===== src/design/sst_pkg.sv =====
// Package of shared constants, types and controller encodings for the sorted score table.
`default_nettype none

package sst_pkg;

    // Table depth and the widths that follow from it.
    localparam int CAPACITY = 64;
    localparam int IDX_W    = $clog2(CAPACITY);
    localparam int CNT_W    = $clog2(CAPACITY + 1);

    // Fixed transaction field widths.
    localparam int SCORE_W = 32;
    localparam int NAME_W  = 64;
    localparam int RIDX_W  = 6;
    localparam int RANK_W  = 7;
    localparam int TOTAL_W = 7;

    // Command codes carried by the input transaction.
    localparam logic CMD_SUBMIT = 1'b0;
    localparam logic CMD_READ   = 1'b1;

    typedef struct packed {
        logic signed [SCORE_W-1:0] score;
        logic [NAME_W-1:0]         name;
    } t_entry;

    typedef enum logic [2:0] {
        S_IDLE,
        S_CMP,
        S_PUT,
        S_RD_WAIT,
        S_DONE
    } t_state;

    // Commands from the controller to the datapath.
    typedef struct packed {
        logic accept_sub;
        logic accept_rd;
        logic step;
        logic put;
        logic rd_res;
        logic out_load;
    } t_dp_cmd;

    // Status from the datapath to the controller.
    typedef struct packed {
        logic cnt_zero;
        logic greater;
        logic i_is_one;
    } t_dp_status;

endpackage

`default_nettype wire


===== src/design/sst_ctrl.sv =====
// Controller state machine that sequences submit and read transactions.
`default_nettype none

module sst_ctrl (
    input  wire logic                i_clk,
    input  wire logic                i_rst_n,
    input  wire logic                i_in_valid,
    input  wire logic                i_in_cmd,
    output logic                     o_in_ready,
    input  wire logic                i_out_ready,
    output logic                     o_out_valid,
    input  wire sst_pkg::t_dp_status i_status,
    output sst_pkg::t_dp_cmd         o_cmd
);

    sst_pkg::t_state r_state, n_state;
    logic            r_out_valid, n_out_valid;

    always_ff @(posedge i_clk) begin
        if (!i_rst_n) begin
            r_state     <= sst_pkg::S_IDLE;
            r_out_valid <= 1'b0;
        end else begin
            r_state     <= n_state;
            r_out_valid <= n_out_valid;
        end
    end

    always_comb begin
        n_state    = r_state;
        o_cmd      = '0;
        o_in_ready = 1'b0;
        unique case (r_state)
            sst_pkg::S_IDLE: begin
                o_in_ready = 1'b1;
                if (i_in_valid) begin
                    if (i_in_cmd == sst_pkg::CMD_READ) begin
                        o_cmd.accept_rd = 1'b1;
                        n_state         = sst_pkg::S_RD_WAIT;
                    end else begin
                        o_cmd.accept_sub = 1'b1;
                        n_state = i_status.cnt_zero ? sst_pkg::S_PUT : sst_pkg::S_CMP;
                    end
                end
            end
            sst_pkg::S_CMP: begin
                if (i_status.greater) begin
                    o_cmd.step = 1'b1;
                    if (i_status.i_is_one) begin
                        n_state = sst_pkg::S_PUT;
                    end
                end else begin
                    o_cmd.put = 1'b1;
                    n_state   = sst_pkg::S_DONE;
                end
            end
            sst_pkg::S_PUT: begin
                o_cmd.put = 1'b1;
                n_state   = sst_pkg::S_DONE;
            end
            sst_pkg::S_RD_WAIT: begin
                o_cmd.rd_res = 1'b1;
                n_state      = sst_pkg::S_DONE;
            end
            sst_pkg::S_DONE: begin
                if (!r_out_valid || i_out_ready) begin
                    o_cmd.out_load = 1'b1;
                    n_state        = sst_pkg::S_IDLE;
                end
            end
            default: begin
                n_state = sst_pkg::S_IDLE;
            end
        endcase
    end

    always_comb begin
        if (o_cmd.out_load) begin
            n_out_valid = 1'b1;
        end else if (i_out_ready) begin
            n_out_valid = 1'b0;
        end else begin
            n_out_valid = r_out_valid;
        end
    end

    assign o_out_valid = r_out_valid;

endmodule

`default_nettype wire


===== config.mk =====
export PLATFORM = sky130hd
export DESIGN_NAME = sst_ctrl
export DESIGN_NICKNAME = d
export VERILOG_FILES = /design/src/design/sst_pkg.sv /design/src/design/sst_ctrl.sv
export SDC_FILE = /design/constraint.sdc
export NUM_CORES = 1
export LEC_CHECK = 0
export CAP_MARGIN = 20
export CORE_AREA = 2 2 39 41
export CTS_CLUSTER_DIAMETER = 60
export DETAILED_ROUTE_END_ITERATION = 10
export DIE_AREA = 0 0 41 43
export DONT_BUFFER_PORTS = 1
export GPL_ROUTABILITY_DRIVEN = 0
export PLACE_DENSITY_LB_ADDON = 0.3
export RECOVER_POWER = 25
export SETUP_SLACK_MARGIN = 0.4
export SLEW_MARGIN = 15
export SYNTH_ARGS = -nofsm -noshare
export SYNTH_HDL_FRONTEND = slang
export SYNTH_SLANG_ARGS = --single-unit

===== constraint.sdc =====
create_clock -name i_clk -period 1.3 [get_ports i_clk]
set_input_delay 0.195 -clock i_clk [delete_from_list [all_inputs] [get_ports i_clk]]
set_output_delay 0.195 -clock i_clk [all_outputs]
set_load 0.005 [all_outputs]

==> impl_metrics.tcl, run 1 <==
set metrics [dict create \
    postCtsHoldBufs 0 \
    worstSetupPathType "reg2out" \
    cts_tree "yes" \
    synth.avg_cell_area_um2 8.641 \
    cts_inserted_buffers 3 \
    fin_crit_sh 0.9637 \
    grt.overflow.total 0 \
    r2r.worst_path.cells 4 \
    yosys-top-cells-area "dfxtp_1, nor2b_1, nor3b_4, buf_4, and4bb_2" \
    core_area_um2 1384 \
    holdPathEnd "o_out_valid$_SDFFE_PN0P_" \
    die_h_um 43 \
    cts_root_buffer "clkbuf_4" \
    layout_commonest_cell "buf_4" \
    nets 50 \
    drt-initial-drc-count 4 \
    routed_via_density 4.649 \
    drive_above_1_share 0.5610 \
    startpoint_type "register" \
    finalWirelength_um 749 \
    required_ps 1110 \
    grt_max_degree 8 \
    min_path_type "in2reg" \
    drtPass1Iterations 6 \
    regArea_um2 91.34 \
    start_util 0.1998 \
    grt_pass1_wl_um 1021 \
    nFillCells 140 \
    syn2layout_area_growth_pct 53.85 \
    slew_headroom 0.8351 \
    slowest_stage "dfxtp_4" \
    layout_min_cycle_time_ps 1253 \
    hold_slack_ps 84.44 \
    pin_count 16 \
    arrival_ps 1060 \
    cp_max_fo 7 \
    clockBufferDepth 2 \
    port-buffer-count 0 \
    min_from "i_rst_n" \
    timing.critical_path.to_type "primary output" \
    power.density_nw_per_um2 1370 \
    insertion_delay_ps 240 \
    cts-htree-levels 1 \
    rsz0062_at_grt "yes" \
    die_area_um2 1763 \
    cpPeakStageDelay_ps 380 \
    fin_tns_setup_ps 0 \
    status "finished, final reports clean" \
    die_w_um 41 \
    first_global_vias 285 \
    multi_input_area_um2 216.5 \
    row_count 14 \
    p_leak_uw 0.0001716 \
    rrSetupSlack_ps 130 \
    mostFrequentLayoutCells "buf_4, clkbuf_4, dfxtp_4, buf_6" \
    syn-num-nets 40 \
    path_buf_inv 0 \
    max_freq_ghz 0.7982 \
    cp_cell_sequence "nor3_4 > and3_1" \
    critical_path.top_delay_family "simple AND/OR/NAND/NOR gates" \
    num_antenna_cells 0 \
    antenna_found_initial 0 \
    ys_seq_area_frac 0.2896 \
    r2r_end "r_state[1]$_SDFFE_PN0P_" \
    clkTransAtPathRegs_ps 40 \
    synth.distinct_cells 23 \
    maxCapViolCount 0 \
    synthCells 32 \
    fin_skew_ps 8.388 \
    route.detailed.drc 0 \
    yosys.area.top_type_share 0.2896 \
    synth_seq_cells 4 \
    worstMarginPinSlew_ps 244.6 \
    place_hpwl_um 507 \
    finalHoldViolCount 0 \
    p_total_uw 582.9 \
    final_area_um2 425.4 \
    ant_nets 0 \
    grt_util_all_layers 0.08927 \
    reg2reg_from "r_state[2]$_SDFFE_PN0P_" \
    routed-via-count 265 \
    ir_drop_mv 0.2298 \
    min_path_cells 1 \
    yosys.area.top_type "dfxtp_1" \
    yosys_warnings 0 \
    fin_util 0.3074 \
    slew_viol_final 0 \
    placed_area_um2 309.0 \
    cts_sinks 4 \
    finalSetupViolations 0 \
    wire_per_inst_um 13.14 \
    syn_area_um2 276.5 \
]
-- report_power, final --
group          leakage, uW  internal (uW)  switching [uW]
Combinational     0.000122            126            81.6
Clock            0.0000150            116            57.5
Sequential       0.0000349            151            50.9
Total             0.000172            393             190
-- area by class of cell --
class | count | area share
multi-input combinational | 24 | 0.5088
sequential | 4 | 0.2147
timing repair buffer | 7 | 0.1500
tap | 16 | 0.04706
inverter | 2 | 0.01765
clock buffer | 4 | 0.06176
-- metrics by stage --
step	setup slack [ps]	instances
2_1_floorplan	243.9	32
3_3_place_gp	201.3	47
3_5_place_dp	164.4	47
4_1_cts	38.79	56
5_1_grt	3.661	57
6_report	47.22	57
-- what timing repair did --
| action | in CTS | in global routing |
|---|---|---|
| pin swaps | 4 | 4 |
| resized for setup | 10 | 4 |
| endpoints found under the setup margin | 11 | 11 |
| buffers inserted | 5 | 1 |
-- cells in the mapped netlist (all sizes together) --
master,n
dfxtp,4
nor2b,3
buf,2
inv,2
nand2,2
nor2,2
nor3,2
nor3b,2
a21boi,1
a21o,1
a21oi,1
and3,1
and3b,1
and4bb,1
mux2i,1
nand2b,1
nor4,1
o21a,1
o21ai,1
o21bai,1
o41ai,1
-- cells by family (layout without fill, tap and decap cells) --
family | Yosys count | in the layout | share of synthesized area
flip-flops | 4 | 4 | 0.2896
buffers and inverters | 4 | 13 | 0.08144
AO/OA/AOI/OAI | 7 | 7 | 0.1765
AND/OR/NAND/NOR | 16 | 16 | 0.4164
multiplexers | 1 | 1 | 0.03620
-- metal layers --
metal,part of all wire,track usage,vias up
li1,-,-,131
met1,0.32,0.06731,126
met2,0.64,0.1656,8
met3,0.040,0.01571,0
met4,0,0.08000,0
met5,0,0,-
-- worst register-to-register path, cell delays in order, from the launching register on --
cell and delay [ps]:
dfxtp_4 390, nor3b_4 220, buf_4 150, a21o_1 130
and3b_1 170
-- how the worst max path moves through the flow --
stage / startpoint / end / slack [ps] / cells after the start
after detailed placement: r_state[1]$_SDFFE_PN0P_ / r_state[1]$_SDFFE_PN0P_ / 160 / 3
after global routing: r_state[1]$_SDFFE_PN0P_ / o_cmd[4] / 4 / 2
final: r_state[1]$_SDFFE_PN0P_ / o_cmd[4] / 50 / 2
after global placement: r_state[1]$_SDFFE_PN0P_ / r_state[1]$_SDFFE_PN0P_ / 200 / 3
after CTS: r_state[0]$_SDFFE_PN0P_ / o_cmd[4] / 40 / 2
after floorplan: r_state[1]$_SDFFE_PN0P_ / o_cmd[0] / 240 / 4
-- registers in the layout, summed over array words and instances (netlist names) --
| name | flops |
|---|---|
| o_out_valid | 1 |
| r_state | 3 |
Power figures use the tool's default switching activity.
==> run 2: changes to the inputs <==
Settings changed: CTS_BUF_LIST from default to sky130_fd_sc_hd__clkbuf_2 sky130_fd_sc_hd__clkbuf_4 sky130_fd_sc_hd__clkbuf_8.
Clock period 1.3 ns to 1 ns, I/O delays scaled along.
==> impl_metrics.tcl, run 2 (synthesis results as in run 1) <==
set metrics [dict create \
    placed_area_um2 339.1 \
    r2r.worst_path.cells 4 \
    startpoint_type "register" \
    worstSetupPathType "reg2out" \
    fin_crit_sh 1.181 \
    route.detailed.drc 0 \
    required_ps 850 \
    cts_inserted_buffers 3 \
    multi_input_area_um2 222.7 \
    grt_max_degree 8 \
    path_buf_inv 0 \
    finalHoldViolCount 0 \
    arrival_ps 1030 \
    cts_sinks 4 \
    slowest_stage "dfxtp_4" \
    drive_above_1_share 0.6667 \
    die_area_um2 1763 \
    power.density_nw_per_um2 1783 \
    rsz0062_at_grt "yes" \
    insertion_delay_ps 230 \
    row_count 14 \
    worstMarginPinSlew_ps 258.6 \
    finalWirelength_um 772 \
    hold_slack_ps 28.07 \
    start_util 0.1998 \
    die_w_um 41 \
    core_area_um2 1384 \
    min_path_cells 1 \
    ant_nets 0 \
    min_from "i_rst_n" \
    p_leak_uw 0.0001942 \
    cpPeakStageDelay_ps 360 \
    reg2reg_from "r_state[2]$_SDFFE_PN0P_" \
    ir_drop_mv 0.3452 \
    routed-via-count 274 \
    maxCapViolCount 0 \
    antenna_found_initial 0 \
    cts_tree "yes" \
    clkTransAtPathRegs_ps 40 \
    final_area_um2 466.7 \
    place_hpwl_um 570.9 \
    fin_skew_ps 6.624 \
    largest_register_ffs 3 \
    status "finished, violations left" \
    max_freq_ghz 0.8468 \
    first_global_vias 292 \
    syn2layout_area_growth_pct 68.78 \
    grt_util_all_layers 0.09438 \
    mostFrequentLayoutCells "buf_4, clkbuf_4, buf_6, dfxtp_4" \
    final_cells 61 \
    wire_per_inst_um 12.66 \
    clockBufferDepth 2 \
    critical_path.top_delay_family "simple AND/OR/NAND/NOR gates" \
    cp_max_fo 7 \
    violations "setup timing" \
    cts_root_buffer "clkbuf_4" \
    grt.overflow.total 0 \
    setup_slack_ps -180.9 \
    port-buffer-count 0 \
    fin_tns_setup_ps -1342 \
    drtPass1Iterations 1 \
    num_antenna_cells 0 \
    finalSetupViolations 11 \
    layout_commonest_cell "buf_4" \
    nets 54 \
    regMostFlops "r_state" \
    min_path_type "in2reg" \
    nFillCells 144 \
    slew_headroom 0.8258 \
    drt-initial-drc-count 0 \
    grt_pass1_wl_um 1117 \
    rrSetupSlack_ps -140 \
    die_h_um 43 \
    slew_viol_final 0 \
    timing.critical_path.to_type "primary output" \
    cp_cell_sequence "nor3_4 > and3_4" \
    p_total_uw 832.3 \
    regArea_um2 92.59 \
    dp.cells 51 \
    r2r_end "r_state[1]$_SDFFE_PN0P_" \
    routed_via_density 4.492 \
    cts-htree-levels 1 \
    pin_count 16 \
    layout_min_cycle_time_ps 1181 \
    holdPathEnd "o_out_valid$_SDFFE_PN0P_" \
]
## run 2: metal layers
metal / GRT usage / share of wire
met1: 0.07074 / 0.34
met2: 0.1969 / 0.64
met3: 0 / 0.023
met4: 0.06000 / 0
met5: 0 / 0
## run 2: timing repair
| item | in CTS | in global routing |
|---|---|---|
| endpoints found under the setup margin | 12 | 12 |
| hold buffers | 0 | 0 |
| resized for setup | 13 | 2 |
| hold endpoints to repair | 0 | 0 |
| setup buffers | 5 | 1 |
| pin swaps | 7 | 3 |
## run 2: layout make-up
class                      count  area share
tap                           16     0.04290
multi-input combinational     24      0.4772
timing repair buffer          11      0.2011
sequential                     4      0.1984
inverter                       2     0.01609
clock buffer                   4     0.06434
## run 2: how the worst max path moves through the flow
stage                                        from                       to  slack, ps  cells after the start
after global routing      r_state[0]$_SDFFE_PN0P_                 o_cmd[2]       -210                      3
after global placement    r_state[1]$_SDFFE_PN0P_  r_state[1]$_SDFFE_PN0P_        -90                      3
final                     r_state[2]$_SDFFE_PN0P_                 o_cmd[4]       -180                      2
after CTS                 r_state[0]$_SDFFE_PN0P_                 o_cmd[4]       -170                      2
after floorplan           r_state[2]$_SDFFE_PN0P_  r_state[1]$_SDFFE_PN0P_        -40                      3
after detailed placement  r_state[1]$_SDFFE_PN0P_  r_state[1]$_SDFFE_PN0P_       -110                      3
## run 2: power by group
group          total (uW)  internal (uW)  switching, uW
Sequential            260            197           62.9
Clock                 247            177           70.2
Combinational         325            204            121
Total                 832            579            254
## run 2: per-stage QoR
step | utilization | setup slack [ps]
after floorplan | - | -38.75
after CTS | 0.3255 | -174.9
after global placement | 0.2450 | -86.30
final | 0.3373 | -180.9
after detailed placement | 0.2450 | -111.2
after global routing | 0.3373 | -212.7
## run 2: worst reg2reg max path, cell delays in order (launching register included)
cell and delay (ps):
dfxtp_4 380, nor3b_4 220, buf_4 150, a21o_1 110, and3b_1 170
==> run 3: changes to the inputs <==
Settings changed: SETUP_SLACK_MARGIN 0.4 to 0.15.
==> impl_metrics.tcl, run 3 (synthesis results as in run 1) <==
set metrics [dict create \
    setup_slack_ps -183.2 \
    finalSetupViolations 9 \
    min_path_type "in2reg" \
    routed_via_density 4.607 \
    mostFrequentLayoutCells "buf_4, clkbuf_4, dfxtp_4, nor2b_2, inv_1" \
    slowest_stage "dfxtp_4" \
    pin_count 16 \
    grt_util_all_layers 0.1013 \
    largest_register_ffs 3 \
    max_freq_ghz 0.8452 \
    slew_headroom 0.8199 \
    status "finished, violations left" \
    worstMarginPinSlew_ps 269.6 \
    startpoint_type "register" \
    regMostFlops "r_state" \
    required_ps 850 \
    arrival_ps 1030 \
    finalHoldViolCount 0 \
    timing.critical_path.to_type "primary output" \
    cts_inserted_buffers 3 \
    first_global_vias 257 \
    num_antenna_cells 0 \
    clkTransAtPathRegs_ps 40 \
    hold_slack_ps 34.82 \
    cpPeakStageDelay_ps 400 \
    final_cells 61 \
    slew_viol_final 0 \
    postCtsHoldBufs 0 \
    p_leak_uw 0.0001912 \
    port-buffer-count 0 \
    antenna_found_initial 0 \
    fin_util 0.3183 \
    drtPass1Iterations 2 \
    ant_nets 0 \
    die_h_um 43 \
    core_area_um2 1384 \
    place_hpwl_um 542.3 \
    power.density_nw_per_um2 1736 \
    die_w_um 41 \
    grt_pass1_wl_um 1104 \
    route.detailed.drc 0 \
    cts_sinks 4 \
    fin_skew_ps 1.639 \
    cts_root_buffer "clkbuf_4" \
    cp_cell_sequence "nor2b_4 > mux2i_1 > nor2_1" \
    dp.cells 53 \
    ir_drop_mv 0.3307 \
    drt-initial-drc-count 4 \
    cts_tree "yes" \
    start_util 0.1998 \
    placed_area_um2 351.6 \
    grt_max_degree 8 \
    fin_crit_sh 1.183 \
    nets 55 \
    grt.overflow.total 0 \
    routed-via-count 281 \
    layout_min_cycle_time_ps 1183 \
    final_area_um2 440.4 \
    rsz0062_at_grt "yes" \
    die_area_um2 1763 \
    wire_per_inst_um 11.64 \
    worstSetupPathType "reg2out" \
    finalWirelength_um 710 \
    maxCapViolCount 0 \
    drive_above_1_share 0.6222 \
    layout_commonest_cell "buf_4" \
    row_count 14 \
    insertion_delay_ps 240 \
    clockBufferDepth 2 \
    fin_tns_setup_ps -1416 \
    cts-htree-levels 1 \
    violations "setup timing" \
    cp_max_fo 7 \
    syn2layout_area_growth_pct 59.28 \
]
[run 3: cell count changes in the layout (fill, tap and decap cells not counted)]
cell,before,now
nor4_2,1,0
nor2b_4,2,1
buf_4,8,12
dfxtp_2,1,0
and3_1,0,1
nor4_1,0,1
clkbuf_4,4,3
buf_6,3,0
nor2b_2,0,2
nor2b_1,1,0
dfxtp_1,0,1
and3_4,1,0
[run 3: metal layers]
layer	GRT usage	vias up	part of all wire
met3	0.03665	4	0.066
met4	0.1200	0	0.041
li1	-	142	-
met5	0	-	0
met1	0.08974	128	0.33
met2	0.1500	7	0.56
[run 3: critical path: cells and delay by family (launching register included)]
kind,cells,cell delay (ps)
DFF,1,400
muxes,1,80
and+or+nand+nor,2,330
[run 3: area by class of cell]
type | instances | area (um^2)
fill | 145 | 943.4
multi-input combinational | 24 | 209.0
inverter | 2 | 7.507
sequential | 4 | 91.34
timing repair buffer | 12 | 90.09
clock buffer | 3 | 22.52
tap | 16 | 20.02
[run 3: what timing repair did]
item                                   4_1_cts  5_1_grt
resized for setup                            8        3
setup endpoints to repair                   11       12
pin swaps                                    3        2
gates cloned                                 0        0
endpoints found under the hold margin        0        0
buffers inserted                             3        2
[run 3: path summary, 6_finish.rpt]
kind / startpoint / to / slack [ps] / cells past startpoint
max reg2reg: r_state[2]$_SDFFE_PN0P_ / r_state[1]$_SDFFE_PN0P_ / -140 / 4
max: r_state[0]$_SDFFE_PN0P_ / o_cmd[2] / -180 / 3
min: i_rst_n / o_out_valid$_SDFFE_PN0P_ / 30 / 1
min reg2reg: r_state[2]$_SDFFE_PN0P_ / r_state[0]$_SDFFE_PN0P_ / 640 / 3
[run 3: power breakdown]
part / switching, uW / internal, uW
Sequential: 60.1 / 197
Clock: 67.5 / 134
Combinational: 113 / 193
[run 3: stage by stage]
step | power, uW | setup slack (ps)
4_1_cts | 745.0 | -185.6
5_1_grt | 821.6 | -261.8
3_5_place_dp | 483.8 | -95.29
6_report | 764.5 | -183.2
3_3_place_gp | 480.3 | -75.52
2_1_floorplan | 412.2 | -38.94
